## src/rtl/lkvc_pkg.sv

```systemverilog
`timescale 1ns / 1ps
// ----------------------------------------------------------------------------
// lkvc_pkg
// Shared types and constants of the LRU key/value cache: field widths,
// command codes, and the command/status bundles that pass between the
// controller and the datapath.
// ----------------------------------------------------------------------------
package lkvc_pkg;

    localparam int DEFAULT_ENTRIES = 16;
    localparam int DATA_W          = 32;
    localparam int CAP_W           = 5;

    localparam logic [CAP_W-1:0]  CAP_RESET  = CAP_W'(16);
    localparam logic [DATA_W-1:0] MISS_VALUE = '1;

    localparam logic CMD_GET = 1'b0;
    localparam logic CMD_SET = 1'b1;

    // controller to datapath
    typedef struct packed {
        logic load;     // capture the input item, restart the walk
        logic scan;     // read one entry for the lookup
        logic choose;   // pick the target slot and the aging rule
        logic respond;  // load the result register
        logic update;   // read one entry for the rank update
        logic commit;   // set valid of the target slot, and write its key and value for a set
    } dp_cmd_t;

    // datapath to controller
    typedef struct packed {
        logic idx_last;   // walk index sits on the last entry
        logic is_set;     // held item is a set
        logic hit_found;  // lookup found the key
        logic out_free;   // result register can take a new result
    } dp_status_t;

endpackage

```

## src/rtl/lru_key_value_cache_top.sv

```systemverilog
`timescale 1ns / 1ps
// ----------------------------------------------------------------------------
// lru_key_value_cache_top
// Fully associative key/value cache with least-recently-used replacement.
// ----------------------------------------------------------------------------
//
//   channel  handshake              payload                    moves
//   -------  ---------------------  -------------------------  -------------
//   cfg      cfg_write_en           cfg_write_data[4:0]        capacity
//   in       in_valid / in_stall    command, lookup_key,       one request
//                                   store_value
//   out      out_valid / out_stall  hit, read_value            one get result
//
// Walks: the key, value and rank RAMs have a single read port, so the lookup
// walks every entry once; a set or a get that hits then walks every entry
// once more for the rank update, while a get that misses skips it. The next
// request is taken only once the request before it is through.
// Reset: valid bits, fill count and handshake state clear at once, capacity
// goes to 16; no RAM clearing pass, as entry data is used only when valid.
// Stalls: the result sits in an output register; the next request is taken
// while it waits, and only the next result waits behind it.
// ----------------------------------------------------------------------------
module lru_key_value_cache_top #(
    parameter int ENTRIES = lkvc_pkg::DEFAULT_ENTRIES
) (
    input  logic                               clk,
    input  logic                               rst_n,
    input  logic                               cfg_write_en,
    input  logic [lkvc_pkg::CAP_W-1:0]         cfg_write_data,
    input  logic                               in_valid,
    output logic                               in_stall,
    input  logic                               command,
    input  logic signed [lkvc_pkg::DATA_W-1:0] lookup_key,
    input  logic signed [lkvc_pkg::DATA_W-1:0] store_value,
    output logic                               out_valid,
    input  logic                               out_stall,
    output logic                               hit,
    output logic signed [lkvc_pkg::DATA_W-1:0] read_value
);

    import lkvc_pkg::*;

    // command and status between the sequencer and the datapath
    dp_cmd_t    dp_cmd;
    dp_status_t dp_status;

    // sequencer: takes one request, steps it through lookup and, for a set or a hit, update
    lkvc_ctrl u_ctrl (
        .clk      (clk),
        .rst_n    (rst_n),
        .in_valid (in_valid),
        .in_stall (in_stall),
        .status   (dp_status),
        .cmd      (dp_cmd)
    );

    // storage, trackers and result register
    lkvc_datapath #(.ENTRIES(ENTRIES)) u_datapath (
        .clk            (clk),
        .rst_n          (rst_n),
        .cfg_write_en   (cfg_write_en),
        .cfg_write_data (cfg_write_data),
        .command        (command),
        .lookup_key     (lookup_key),
        .store_value    (store_value),
        .out_stall      (out_stall),
        .out_valid      (out_valid),
        .hit            (hit),
        .read_value     (read_value),
        .cmd            (dp_cmd),
        .status         (dp_status)
    );

    // a transfer on the input side always leaves the block busy next cycle
    a_busy_after_accept: assert property (@(posedge clk) disable iff (!rst_n)
        (in_valid && !in_stall) |=> in_stall)
        else $error("request taken without going busy");

    // a set never produces a result
    a_no_result_for_set: assert property (@(posedge clk) disable iff (!rst_n)
        dp_cmd.respond |-> !dp_status.is_set)
        else $error("result loaded for a set");

    // results load only into a free output register
    a_respond_when_free: assert property (@(posedge clk) disable iff (!rst_n)
        dp_cmd.respond |-> (!out_valid || !out_stall))
        else $error("result register overwritten while stalled");

    // the block is ready again right after a commit
    a_idle_after_commit: assert property (@(posedge clk) disable iff (!rst_n)
        dp_cmd.commit |=> !in_stall)
        else $error("block still busy after commit");

endmodule

```

## src/rtl/lkvc_ram.sv

```systemverilog
`timescale 1ns / 1ps
// ----------------------------------------------------------------------------
// lkvc_ram
// Generic single-write, single-read RAM with a registered read port.
// ----------------------------------------------------------------------------
module lkvc_ram #(
    parameter int WIDTH = 32,
    parameter int DEPTH = 16,
    parameter int AW    = (DEPTH > 1) ? $clog2(DEPTH) : 1
) (
    input  logic             clk,
    input  logic             wr_en,
    input  logic [AW-1:0]    wr_addr,
    input  logic [WIDTH-1:0] wr_data,
    input  logic [AW-1:0]    rd_addr,
    output logic [WIDTH-1:0] rd_data
);

    logic [WIDTH-1:0] mem_reg [DEPTH];
    logic [WIDTH-1:0] rd_data_reg;

    always_ff @(posedge clk)
    begin
        if (wr_en)
        begin
            mem_reg[wr_addr] <= wr_data;
        end
        rd_data_reg <= mem_reg[rd_addr];
    end

    assign rd_data = rd_data_reg;

endmodule

```

## src/rtl/lkvc_datapath.sv

```systemverilog
`timescale 1ns / 1ps
// ----------------------------------------------------------------------------
// lkvc_datapath
// Entry storage, lookup trackers, rank update and result register of the
// LRU key/value cache. Keys, values and ranks live in RAMs that are walked
// one entry per cycle; valid bits and the fill count are flops.
// ----------------------------------------------------------------------------
module lkvc_datapath #(
    parameter int ENTRIES = 16
) (
    input  logic                              clk,
    input  logic                              rst_n,
    input  logic                              cfg_write_en,
    input  logic [lkvc_pkg::CAP_W-1:0]        cfg_write_data,
    input  logic                              command,
    input  logic signed [lkvc_pkg::DATA_W-1:0] lookup_key,
    input  logic signed [lkvc_pkg::DATA_W-1:0] store_value,
    input  logic                              out_stall,
    output logic                              out_valid,
    output logic                              hit,
    output logic signed [lkvc_pkg::DATA_W-1:0] read_value,
    input  lkvc_pkg::dp_cmd_t                 cmd,
    output lkvc_pkg::dp_status_t              status
);

    import lkvc_pkg::*;

    localparam int IW = (ENTRIES > 1) ? $clog2(ENTRIES) : 1;
    localparam int UW = $clog2(ENTRIES + 1);
    localparam int CW = (UW > CAP_W) ? UW : CAP_W;
    localparam logic [IW-1:0] LAST_IDX  = IW'(ENTRIES - 1);
    localparam logic [CW-1:0] ENTRIES_C = CW'(ENTRIES);

    // configuration and fill state
    logic [CAP_W-1:0]   cap_reg;
    logic [ENTRIES-1:0] valid_reg;
    logic [UW-1:0]      used_reg;

    // held item
    logic              cmd_reg;
    logic [DATA_W-1:0] key_reg;
    logic [DATA_W-1:0] val_reg;

    // walk
    logic [IW-1:0] idx_reg;
    logic [IW-1:0] pidx_reg;
    logic          scan_pend_reg;
    logic          upd_pend_reg;

    // lookup trackers
    logic              hit_found_reg;
    logic [IW-1:0]     hit_slot_reg;
    logic [IW-1:0]     hit_age_reg;
    logic [DATA_W-1:0] hit_val_reg;
    logic              free_found_reg;
    logic [IW-1:0]     free_slot_reg;
    logic              old_found_reg;
    logic [IW-1:0]     old_slot_reg;
    logic [IW-1:0]     old_age_reg;

    // chosen target
    logic [IW-1:0] slot_reg;
    logic [IW-1:0] ref_age_reg;
    logic          all_mode_reg;
    logic          grow_reg;

    // result
    logic              out_valid_reg;
    logic              out_hit_reg;
    logic [DATA_W-1:0] out_value_reg;

    logic [DATA_W-1:0] key_rd;
    logic [DATA_W-1:0] val_rd;
    logic [IW-1:0]     age_rd;
    logic [IW-1:0]     age_new;
    logic [CW-1:0]     cap_ext;
    logic [CW-1:0]     eff_cap;
    logic              room;
    logic              kv_wr;
    logic              key_match;

    lkvc_ram #(.WIDTH(DATA_W), .DEPTH(ENTRIES), .AW(IW)) u_key_ram (
        .clk     (clk),
        .wr_en   (kv_wr),
        .wr_addr (slot_reg),
        .wr_data (key_reg),
        .rd_addr (idx_reg),
        .rd_data (key_rd)
    );

    lkvc_ram #(.WIDTH(DATA_W), .DEPTH(ENTRIES), .AW(IW)) u_val_ram (
        .clk     (clk),
        .wr_en   (kv_wr),
        .wr_addr (slot_reg),
        .wr_data (val_reg),
        .rd_addr (idx_reg),
        .rd_data (val_rd)
    );

    lkvc_ram #(.WIDTH(IW), .DEPTH(ENTRIES), .AW(IW)) u_age_ram (
        .clk     (clk),
        .wr_en   (upd_pend_reg),
        .wr_addr (pidx_reg),
        .wr_data (age_new),
        .rd_addr (idx_reg),
        .rd_data (age_rd)
    );

    assign kv_wr = cmd.commit && (cmd_reg == CMD_SET);

    // clamp capacity into 1..ENTRIES
    always_comb
    begin
        cap_ext = CW'(cap_reg);
        if (cap_ext == '0)
        begin
            eff_cap = CW'(1);
        end
        else if (cap_ext > ENTRIES_C)
        begin
            eff_cap = ENTRIES_C;
        end
        else
        begin
            eff_cap = cap_ext;
        end
    end

    assign room      = CW'(used_reg) < eff_cap;
    assign key_match = valid_reg[pidx_reg] && (key_rd == key_reg);

    // new rank of the entry read back during the update walk
    always_comb
    begin
        if (pidx_reg == slot_reg)
        begin
            age_new = '0;
        end
        else if (valid_reg[pidx_reg] && (all_mode_reg || (age_rd < ref_age_reg)))
        begin
            age_new = IW'(age_rd + 1'b1);
        end
        else
        begin
            age_new = age_rd;
        end
    end

    // control state
    always_ff @(posedge clk or negedge rst_n)
    begin
        if (!rst_n)
        begin
            cap_reg       <= CAP_RESET;
            valid_reg     <= '0;
            used_reg      <= '0;
            idx_reg       <= '0;
            scan_pend_reg <= 1'b0;
            upd_pend_reg  <= 1'b0;
            out_valid_reg <= 1'b0;
        end
        else
        begin
            if (cfg_write_en)
            begin
                cap_reg <= cfg_write_data;
            end

            scan_pend_reg <= cmd.scan;
            upd_pend_reg  <= cmd.update;

            if (cmd.load || cmd.choose)
            begin
                idx_reg <= '0;
            end
            else if ((cmd.scan || cmd.update) && (idx_reg != LAST_IDX))
            begin
                idx_reg <= IW'(idx_reg + 1'b1);
            end

            if (cmd.commit)
            begin
                valid_reg[slot_reg] <= 1'b1;
                if (grow_reg)
                begin
                    used_reg <= UW'(used_reg + 1'b1);
                end
            end

            if (cmd.respond)
            begin
                out_valid_reg <= 1'b1;
            end
            else if (!out_stall)
            begin
                out_valid_reg <= 1'b0;
            end
        end
    end

    // payload and trackers
    always_ff @(posedge clk)
    begin
        pidx_reg <= idx_reg;

        if (cmd.load)
        begin
            cmd_reg        <= command;
            key_reg        <= lookup_key;
            val_reg        <= store_value;
            hit_found_reg  <= 1'b0;
            free_found_reg <= 1'b0;
            old_found_reg  <= 1'b0;
        end
        else if (scan_pend_reg)
        begin
            if (key_match && !hit_found_reg)
            begin
                hit_found_reg <= 1'b1;
                hit_slot_reg  <= pidx_reg;
                hit_age_reg   <= age_rd;
                hit_val_reg   <= val_rd;
            end
            if (!valid_reg[pidx_reg] && !free_found_reg)
            begin
                free_found_reg <= 1'b1;
                free_slot_reg  <= pidx_reg;
            end
            if (valid_reg[pidx_reg] && (!old_found_reg || (age_rd > old_age_reg)))
            begin
                old_found_reg <= 1'b1;
                old_slot_reg  <= pidx_reg;
                old_age_reg   <= age_rd;
            end
        end

        if (cmd.choose)
        begin
            ref_age_reg <= hit_age_reg;
            if (hit_found_reg)
            begin
                slot_reg     <= hit_slot_reg;
                all_mode_reg <= 1'b0;
                grow_reg     <= 1'b0;
            end
            else if (room && free_found_reg)
            begin
                slot_reg     <= free_slot_reg;
                all_mode_reg <= 1'b1;
                grow_reg     <= 1'b1;
            end
            else if (old_found_reg)
            begin
                slot_reg     <= old_slot_reg;
                all_mode_reg <= 1'b1;
                grow_reg     <= 1'b0;
            end
            else
            begin
                slot_reg     <= '0;
                all_mode_reg <= 1'b1;
                grow_reg     <= 1'b1;
            end
        end

        if (cmd.respond)
        begin
            out_hit_reg   <= hit_found_reg;
            out_value_reg <= hit_found_reg ? hit_val_reg : MISS_VALUE;
        end
    end

    assign out_valid  = out_valid_reg;
    assign hit        = out_hit_reg;
    assign read_value = out_value_reg;

    assign status.idx_last  = (idx_reg == LAST_IDX);
    assign status.is_set    = (cmd_reg == CMD_SET);
    assign status.hit_found = hit_found_reg;
    assign status.out_free  = !out_valid_reg || !out_stall;

endmodule

```

## src/rtl/lkvc_ctrl.sv

```systemverilog
`timescale 1ns / 1ps
// ----------------------------------------------------------------------------
// lkvc_ctrl
// Sequencer of the LRU key/value cache: lookup walk, target choice, result,
// rank update walk and commit.
// ----------------------------------------------------------------------------
module lkvc_ctrl (
    input  logic                 clk,
    input  logic                 rst_n,
    input  logic                 in_valid,
    output logic                 in_stall,
    input  lkvc_pkg::dp_status_t status,
    output lkvc_pkg::dp_cmd_t    cmd
);

    import lkvc_pkg::*;

    typedef enum logic [2:0] {
        ST_IDLE,
        ST_SCAN,
        ST_SDRAIN,
        ST_CHOOSE,
        ST_RESP,
        ST_UPDATE,
        ST_COMMIT
    } state_t;

    state_t state_reg;
    state_t state_next;
    logic   in_stall_reg;

    always_comb
    begin
        state_next = state_reg;
        cmd        = '0;
        case (state_reg)
            ST_IDLE:
            begin
                if (in_valid && !in_stall_reg)
                begin
                    cmd.load   = 1'b1;
                    state_next = ST_SCAN;
                end
            end
            ST_SCAN:
            begin
                cmd.scan = 1'b1;
                if (status.idx_last)
                begin
                    state_next = ST_SDRAIN;
                end
            end
            ST_SDRAIN:
            begin
                state_next = ST_CHOOSE;
            end
            ST_CHOOSE:
            begin
                cmd.choose = 1'b1;
                state_next = status.is_set ? ST_UPDATE : ST_RESP;
            end
            ST_RESP:
            begin
                if (status.out_free)
                begin
                    cmd.respond = 1'b1;
                    state_next  = status.hit_found ? ST_UPDATE : ST_IDLE;
                end
            end
            ST_UPDATE:
            begin
                cmd.update = 1'b1;
                if (status.idx_last)
                begin
                    state_next = ST_COMMIT;
                end
            end
            ST_COMMIT:
            begin
                cmd.commit = 1'b1;
                state_next = ST_IDLE;
            end
            default:
            begin
                state_next = ST_IDLE;
            end
        endcase
    end

    always_ff @(posedge clk or negedge rst_n)
    begin
        if (!rst_n)
        begin
            state_reg    <= ST_IDLE;
            in_stall_reg <= 1'b0;
        end
        else
        begin
            state_reg    <= state_next;
            in_stall_reg <= (state_next != ST_IDLE);
        end
    end

    assign in_stall = in_stall_reg;

endmodule
```

## config.mk

```make
export PLATFORM = sky130hd
export DESIGN_NAME = lru_key_value_cache_top
export DESIGN_NICKNAME = d
export VERILOG_FILES = /design/src/rtl/lkvc_pkg.sv /design/src/rtl/lru_key_value_cache_top.sv /design/src/rtl/lkvc_ram.sv /design/src/rtl/lkvc_datapath.sv /design/src/rtl/lkvc_ctrl.sv
export SDC_FILE = /design/constraint.sdc
export NUM_CORES = 1
export LEC_CHECK = 0
export ABC_AREA = 0
export BUFFER_PORTS_ARGS = -buffer_cell sky130_fd_sc_hd__buf_2
export CAP_MARGIN = 25
export CORE_MARGIN = 2
export CORE_UTILIZATION = 25
export DETAILED_ROUTE_END_ITERATION = 10
export PLACE_DENSITY_LB_ADDON = 0.2
export SLEW_MARGIN = 20
export SYNTH_ARGS = -nofsm -noshare
export SYNTH_HDL_FRONTEND = slang
export SYNTH_SLANG_ARGS = --single-unit
```

## constraint.sdc

```tcl
create_clock -name clk -period 4.55 [get_ports clk]
set_clock_uncertainty 0.2 [all_clocks]
set_input_delay 0.455 -clock clk [delete_from_list [all_inputs] [get_ports clk]]
set_output_delay 0.455 -clock clk [all_outputs]
set_load 0.03 [all_outputs]
```

==> results.txt, run 1 <==
The flow ran to the end, and the final reports show no timing, DRC or antenna violations. The number of nets produced by synthesis came out at 2181. Summing all multi-input logic gate instances after layout gives 9766 um2. The static power due to leakage is 0.01895 uW. In this run the power density over the cells is 572.1 nW/um2. The share of final-layout standard cells stronger than drive strength 1 came out at 30.41%. The total power came out at 34410 uW.

The worst setup path is launched from a register. The layout filler cell count came out at 19000. The data required time at the worst endpoint is 4.78 ns. Relative to the synthesized area, the layout overhead comes to 20.39%.

The remaining antenna violation count is 0. The number of gates resized after cts is 0. The initial antenna violation count is 6. The final layout contains 2492 nets. STA puts the critical path data arrival time at around 3.5 ns.

TritonCTS built the clock tree. Measured along the x axis, the die boundary spans 451.0 um. The post-CTS clock slew at the launch and capture registers of the worst setup and hold paths is around 0.060 ns.

Setup violations remaining at the end of the flow were counted as 0. The number of cell instances on the worst register-to-register path came out at 5. The longest clock path from root to sink contains 3 buffers. The total routing usage reported by global routing came out at 12.29%. The via count of the first global-routing pass came out at 24170. The peak supply drop is 352.2 uV. The combinational cell fraction of total power came out at between 10% and 20%.

The total number of yosys warnings came out at 0. The HPWL after detailed placement is about 63000 um. The number of CTS-inserted buffers is between 150 and 200.

The die covers 203400 um2. The port buffer count came out at ~110. Along the worst path, the maximum fanout reaches 40.

The relative contribution of the clock network to total power came out at a little over a third. The endpoint identified for the worst register-to-register timing path is u_datapath.hit_val_reg[14]. The number of max-slew violations in the final report came out at 0. A synthesized cell averages 23.88 um2.

Counting flops and latches in the post-synthesis netlist gives about 1400. The complex-gate fraction of the synthesized area is less than 1%. The sequential fraction of the synthesis area came out at 79.87%. The overall routed net length is 125000 um.

Before antenna repair, the detailed router went through 5 iterations. The sequential power share is ~45%. The total DRC errors in the routed layout came out at 0. The highest clock rate is 0.3023 GHz. In this run the core area contains ~160 standard-cell rows.

The summed negative setup slack over all endpoints is 0 ns. The worst path meets setup with 1.242 ns of slack. The distinct cell type count of the synthesized netlist came out at 45. The switching share of power came out at between 20% and 30%. The fraction of the mapped netlist area in simple logic gates came out at 1.658%. Prior to clock tree synthesis, the placed netlist has a worst setup slack of 1.075 ns. For flop-to-flop paths, the worst setup slack is 1.24 ns.

The headroom to the max-slew limit came out at 30.14%. After synthesis, the largest family of logic cells by area is multiplexers. The clock insertion delay at the later pin of the skew report is 0.79 ns. The leading cell type in the layout, fill and taps excluded is sky130_fd_sc_hd__edfxtp_1. The per-cell via count in the routed design came out at about 4.3.

The routed wirelength normalized by instance count is 24.09 um. The worst min-delay path category is input pin to asynchronous set/reset pin. The switching power of the nets is 9031 uW.

The tool flagged a number of max-cap violations equal to 0. Setup repair after global routing left no endpoint under its margin. CTS placed an instance of sky130_fd_sc_hd__clkbuf_16 at the clock tree root. The maximum number of pins on one net before global-route repair is 79.

The initial DRC count is 1751. The number of top-level pins came out at 110. The post-synthesis instance total is around 2100. The first global-routing pass estimated 178000 um of wire.

The worst setup path is of the register to register kind. Once the floorplan was initialized, standard cells occupied 25.08% of the core. Leaving out fill and tap cells, the most frequent cells in the layout are 1248 x sky130_fd_sc_hd__edfxtp_1, 343 x sky130_fd_sc_hd__mux4_2, 158 x sky130_fd_sc_hd__clkbuf_16.

In this run the vertical extent of the chip is 451.0 um. Summing every instance area after synthesis gives 49960 um2. The worst-margin pin slew is 1.040 ns.

The number of hold violations in the final report is 0. The post-route minimum period is 3.308 ns. The fraction of synthesized area in multiplexers is 15.84%. The clock net sink count is 1360. The CTS H-tree depth is 4. The overflow left after global routing came out at 0. The endpoint type of the worst setup path is a register. The portion of the clock cycle consumed by the worst path in the final layout is 72.70%. The core area came out at about 200000 um2.

The parity-gate share of the synthesized area counting xor and xnor cells is 0.7538%. The area share of fa/ha/maj cells after synthesis is 0.3506%. In this run the critical register-to-register path is launched from u_datapath.key_reg[22]. At the end of routability-driven placement, the weighted congestion stood at between 0.7 and 0.8. The internal power is 25380 uW. The area occupied by registers is 39920 um2. The routed layout has 22180 vias.
[power by group through the flow]
stage	clock (uW)	sequential (uW)	combinational, uW
3_3_place_gp	0	15800	6900
5_1_grt	12900	15600	7400
4_1_cts	12400	15500	7050
3_5_place_dp	0	15800	6970
2_1_floorplan	0	15300	5200
6_report	12100	15500	6850
[layer usage]
layer	GRT usage, %	vias up	share of wire [%]
li1	-	9437	-
met3	2.456	144	4.1
met2	20.98	458	50
met1	15.77	12140	44
met5	0	-	0
met4	3.543	0	2.0
[metrics by stage]
step,utilization (%),hold slack [ns],cells,instance area (um2)
3_3_place_gp,27.30,0.1870,4821,54390
2_1_floorplan,-,-0.04059,2092,49970
6_report,30.19,0.1368,5189,60150
4_1_cts,30.18,0.1153,5187,60130
3_5_place_dp,27.31,0.1887,4824,54410
5_1_grt,30.19,0.1363,5189,60150
[area by class of cell]
type | instances | share of cell area [%]
repair buffers | 247 | 3.569
clock inverters | 77 | 1.184
flip-flops and latches | 1360 | 66.37
inverters | 17 | 0.1102
multi-input cells | 625 | 16.24
clock buffers | 206 | 7.006
diodes | 1 | 0.004160
well taps | 2656 | 5.525
[cell families after synthesis]
logic type / after synthesis
compound gates: 46
fa+ha+maj: 14
buf+inv: 107
xor+xnor: 43
flops: 1360
simple gates: 164
mux: 358
[cells in the mapped netlist (all sizes together)]
| master | instances | share of area [%] |
|---|---|---|
| edfxtp | 1248 | 75 |
| mux4 | 345 | 16 |
| dfxtp | 75 | 3.0 |
| clkbuf | 59 | 0.44 |
| nor2 | 41 | 0.31 |
| nand2b | 40 | 0.50 |
| dfrtp | 36 | 1.8 |
| buf | 31 | 0.32 |
| nand2 | 31 | 0.23 |
| xnor2 | 25 | 0.44 |
| xor2 | 18 | 0.32 |
| inv | 17 | 0.13 |
| ha | 14 | 0.35 |
| nand3 | 11 | 0.11 |
| o21ai | 11 | 0.11 |
| nand4 | 10 | 0.13 |
| o21bai | 10 | 0.15 |
| mux2i | 9 | 0.18 |
| nor3 | 8 | 0.080 |
| a21oi | 6 | 0.068 |
| a21o | 5 | 0.075 |
| and2 | 5 | 0.063 |
| mux2 | 4 | 0.090 |
| nor2b | 4 | 0.050 |
| nor4 | 4 | 0.050 |
| or3 | 4 | 0.050 |
| a211oi | 3 | 0.045 |
| o21a | 3 | 0.045 |
| a31o | 2 | 0.035 |
| and3 | 2 | 0.025 |
| nand3b | 2 | 0.030 |
| a2111o | 1 | 0.023 |
| a211o | 1 | 0.018 |
| a311oi | 1 | 0.018 |
| a41o | 1 | 0.020 |
| dfstp | 1 | 0.053 |
| o211ai | 1 | 0.015 |
| o32ai | 1 | 0.018 |
| or2b | 1 | 0.015 |
| or3b | 1 | 0.018 |
[how the worst max path moves through the flow]
| stage | startpoint | end | slack (ns) |
|---|---|---|---|
| CTS | u_datapath.pidx_reg[0] | u_datapath.u_age_ram.mem_reg[11][0] | 1.04 |
| detailed placement | u_datapath.pidx_reg[0] | u_datapath.u_age_ram.mem_reg[10][0] | 1.08 |
| floorplan | u_ctrl.state_reg[2] | u_datapath.u_key_ram.mem_reg[0][0] | 0.09 |
| global placement | u_datapath.key_reg[11] | u_datapath.hit_val_reg[10] | 1.13 |
| global route | u_datapath.key_reg[22] | u_datapath.hit_val_reg[10] | 1.10 |
| finish | u_datapath.key_reg[22] | u_datapath.hit_val_reg[14] | 1.24 |
[timing repair]
item,CTS,global route
setup endpoints to repair,0,0
hold buffers,80,0
hold endpoints to repair,109,0
buffers inserted,0,0
[worst max-delay path: stages (launching register included)]
cell and delay [ns]:
sky130_fd_sc_hd__edfxtp_1 0.59, sky130_fd_sc_hd__xor2_1 0.26, sky130_fd_sc_hd__nor4_1 0.90, sky130_fd_sc_hd__nand4_1 0.33
sky130_fd_sc_hd__nor3_4 0.29, sky130_fd_sc_hd__buf_12 0.34
No activity file was read; power rests on OpenSTA's default activity.
==> inputs of run 2 (changes only) <==
ABC_AREA = 1   (was 0)
clock period = 2.88 ns   (was 4.55 ns; I/O delays follow)
==> run 2 against run 1 <==
- clock-buffer cell count rose by 15
- non-clock buffer count rose by 169
- worst hold slack got worse by 0.067 ns
- sequential share of layout area fell by 3.3 points
- power rose by 72%
- final cell count rose by 35%
- critical path type unchanged
==> results.txt, run 2 <==
The run finished with clean final reports. The tree is rooted in a sky130_fd_sc_hd__clkbuf_16. The first-pass GRT wire length came out at 220200 um (+24%). The number of enable-type register cells in the synthesized netlist came out at 1248 (unchanged). The share of final-layout standard cells stronger than drive strength 1 came out at 13.67% (-17 points).

The total routing usage reported by global routing is 14.07% (+1.8 points). In this run the worst hold path is classified as input pin to register. The global placer's final weighted congestion came out at 0.7596 (+8.4%).

The number of placed instances with taps included came out at 6610 (+37%). The flip-flop and latch count after synthesis is 1360 (unchanged). The share of async-settable or async-resettable flops after synthesis came to 2.721% (unchanged).

The clock insertion delay at the later pin of the skew report is 0.80 ns (about the same). The clock net sink count came out at 1360 (unchanged). The library cell appearing most often on the critical path is sky130_fd_sc_hd__inv_1. The number of CTS-inserted buffers is 152 (unchanged). The number of max-slew violations in the final report came out at 0 (unchanged). Leaving out fill and tap cells, the most frequent cell in the layout is sky130_fd_sc_hd__edfxtp_1. The total iterations of the first detailed-routing run is 5 (unchanged).

The total power per unit cell area is 934.7 nW/um2 (+63%). The area taken by multi-input logic gates was 10630 um2 (+8.8%). The overflow left after global routing came out at 0 (unchanged). The post-synthesis instance total came out at 3828 (+83%). The distinct cell type count of the synthesized netlist came out at 37 (-18%). The largest stage delay on the critical path came out at 0.43 ns (-0.47 ns).

The half-perimeter wire length of the detailed placement result is 86560 um (+36%). In the layout the commonest cells are 1248 x sky130_fd_sc_hd__edfxtp_1, 873 x sky130_fd_sc_hd__nor2_1, 380 x sky130_fd_sc_hd__o21ai_0. The detailed-route via count is 31570 (+42%). The number of hold violations in the final report is 0 (unchanged). The total number of yosys warnings is 0 (unchanged). The synthesis-to-finish area growth is 22.01%. The post-route minimum period is 2.712 ns (-0.5956 ns).

Walking the worst path, the cells encountered are inv_1 > nor3_2 > buf_4 > inv_1 > nor3_1 > nand2_1 > nor2_4 > buf_12. The buffer and inverter count on the worst path came out at 4 (+3). The maximum buffer depth of the clock tree is 3 (unchanged).

The number of setup violations in the final report was 0 (unchanged). The remaining antenna violation count was 0 (unchanged). In the synthesized netlist, the cells that appear most often are 1248 x sky130_fd_sc_hd__edfxtp_1, 890 x sky130_fd_sc_hd__nor2_1, 380 x sky130_fd_sc_hd__o21ai_0, 301 x sky130_fd_sc_hd__nand2_1, 137 x sky130_fd_sc_hd__o211ai_1. The worst-margin pin slew came out at 0.7738 ns (-0.2661 ns).

The post-route non-filler standard cell count came out at 7005 (+35%). The most repeated cell in the gate-level netlist after synthesis is sky130_fd_sc_hd__edfxtp_1. The critical path data arrival time is 2.99 ns (-0.55 ns). The data required time at the worst endpoint is 3.15 ns (-1.63 ns). The share of the synthesized area in the top cell type is 72.28% (-2.7 points).

The headroom to the max-slew limit is 48.42% (+18 points). The die width came out at 459.4 um (+1.9%). The port buffer count is 109 (unchanged). The area occupied by registers came out at 39920 um2 (about the same). The end-of-flow core utilization was 30.61% (+0.42 points). The internal reg-to-reg setup slack is 0.17 ns (-1.07 ns).

The via count of the first global-routing pass came out at 31200 (+29%). The maximum number of pins on one net before global-route repair came out at 128 (+62%). The leading area contributor after synthesis is sky130_fd_sc_hd__edfxtp_1. The count of antenna diodes in the layout came out at 0 (-1). The critical path is of the register to register type. The total die area is 211000 um2 (+3.7%). The most used flip-flop cell after synthesis is sky130_fd_sc_hd__edfxtp_1. The initial antenna violation count came out at 5 (-1).

The number of top-level pins is 110 (unchanged). The initial DRC count is 2507 (+43%). The mean area per synthesized cell is 13.54 um2 (-43%). The maximum fanout encountered on the critical timing path is 15 (-63%). The portion of the clock cycle consumed by the worst path in the final layout came out at 94.17% (+21 points). The total DRC errors in the routed layout was 0 (unchanged). The peak supply drop is 728.9 uV (+110%). The summed negative setup slack over all endpoints was 0 ns (unchanged). The post-CTS clock slew at the launch and capture registers of the worst setup and hold paths came to 0.06 ns (about the same). The static power due to leakage is 0.02098 uW (+11%). Among all stages on the critical path, the largest delay is contributed by sky130_fd_sc_hd__nor3_1.

The number of nets produced by synthesis is 3917 (+80%). By area the synthesized netlist is led by sky130_fd_sc_hd__edfxtp_1 72%, sky130_fd_sc_hd__nor2_1 6.4%, sky130_fd_sc_hd__o21ai_0 3.7%, sky130_fd_sc_hd__dfxtp_1 2.9%, sky130_fd_sc_hd__o32ai_1 2.3%. The overall routed net length came to 151000 um (+21%). The layout filler cell count came out at 20580 (+8.3%). The total power is 59130 uW (+72%). The netlist area before placement came to 51850 um2 (+3.8%). Setup repair after global routing left no endpoint under its margin.

The sequential fraction of the synthesis area is 76.97% (-2.9 points). The highest clock rate is 0.3687 GHz (+22%). STA classifies the critical path endpoint as a register. The number of cell rows came out at 167 (+1.8%).

The core area came out at 206700 um2 (+3.7%). The initial standard-cell utilization of the core was 25.09% (about the same). The pre-CTS worst setup slack is 0.1767 ns (-0.8983 ns). The setup fix buffers added after clock tree synthesis came out at 0 (unchanged). The per-cell via count in the routed design is 4.506 (+5.4%).

TritonCTS built the clock tree. The routed wirelength normalized by instance count is 21.56 um (-11%). The category of cells accounting for the largest share of critical-path delay is simple AND/OR/NAND/NOR gates. The final worst slack came to 0.1679 ns (-1.074 ns). The worst setup path is launched from a register. The CTS H-tree depth came out at 4 (unchanged). The vertical die dimension is 459.4 um (+1.9%). The post-layout net count is 4260 (+71%). The max capacitance violation total came to 0 (unchanged).
[run 2: cell type report]
cell class	instances	area share, %
clock buffer	221	6.630
clock inverter	63	1.208
inverter	82	0.5320
multi-input combinational	2159	16.80
sequential	1360	63.10
tap	2704	5.348
timing repair buffer	416	6.384
[run 2: routing by layer]
layer / vias up / share of wire (%) / wire (um) / global-route usage [%]
met3: 193 / 3.9 / 5897 / 2.229
met4: 0 / 2.0 / 2953 / 3.497
met1: 16070 / 49 / 73340 / 20.26
met5: - / 0 / 0 / 0
met2: 609 / 46 / 68820 / 22.05
li1: 14690 / - / - / -
[run 2: kinds of logic (layout without fill, tap and decap cells)]
group                    Yosys count  count (layout)  synth area share [%]
AND/OR/NAND/NOR                 1373            1373                 10.48
buffers and inverters            309             782                 2.826
adder cells (fa/ha/maj)           14              14                0.3379
AO/OA/AOI/OAI                    745             745                 8.907
multiplexers                       5               5                0.1086
flip-flops                      1360            1360                 76.97
XOR/XNOR                          22              22                0.3716
[run 2: final timing paths]
check | from | endpoint | cells past startpoint
min | store_value[3] | u_datapath.val_reg[3] | 2
max | u_ctrl.state_reg[2] | u_datapath.u_val_ram.mem_reg[10][24] | 8
max reg2reg | u_ctrl.state_reg[2] | u_datapath.u_val_ram.mem_reg[10][24] | 8
min in group asynchronous | rst_n | u_datapath.cap_ext[4] | 3
min reg2reg | u_datapath.u_val_ram.rd_data[31] | u_datapath.hit_val_reg[31] | 0
max in group asynchronous | rst_n | u_datapath.idx_reg[0] | 4
[run 2: per-stage QoR]
stage	cell area (um2)	hold slack, ns
after global routing	63260	0.04221
after global placement	57180	0.1870
final	63260	0.06999
after CTS	63260	0.01077
after floorplan	51950	-0.2076
after detailed placement	57180	0.1887
[run 2: what timing repair did]
action | 4_1_cts | 5_1_grt
hold endpoints to repair | 145 | 0
hold buffers | 111 | 0
gates resized for setup | 0 | 1
endpoints found under the setup margin | 0 | 16
[run 2: power by group]
| part | total (uW) | internal (uW) | switching (uW) |
|---|---|---|---|
| logic | 15900 | 5070 | 10800 |
| registers | 23900 | 23100 | 814 |
| clock network | 19300 | 11100 | 8240 |
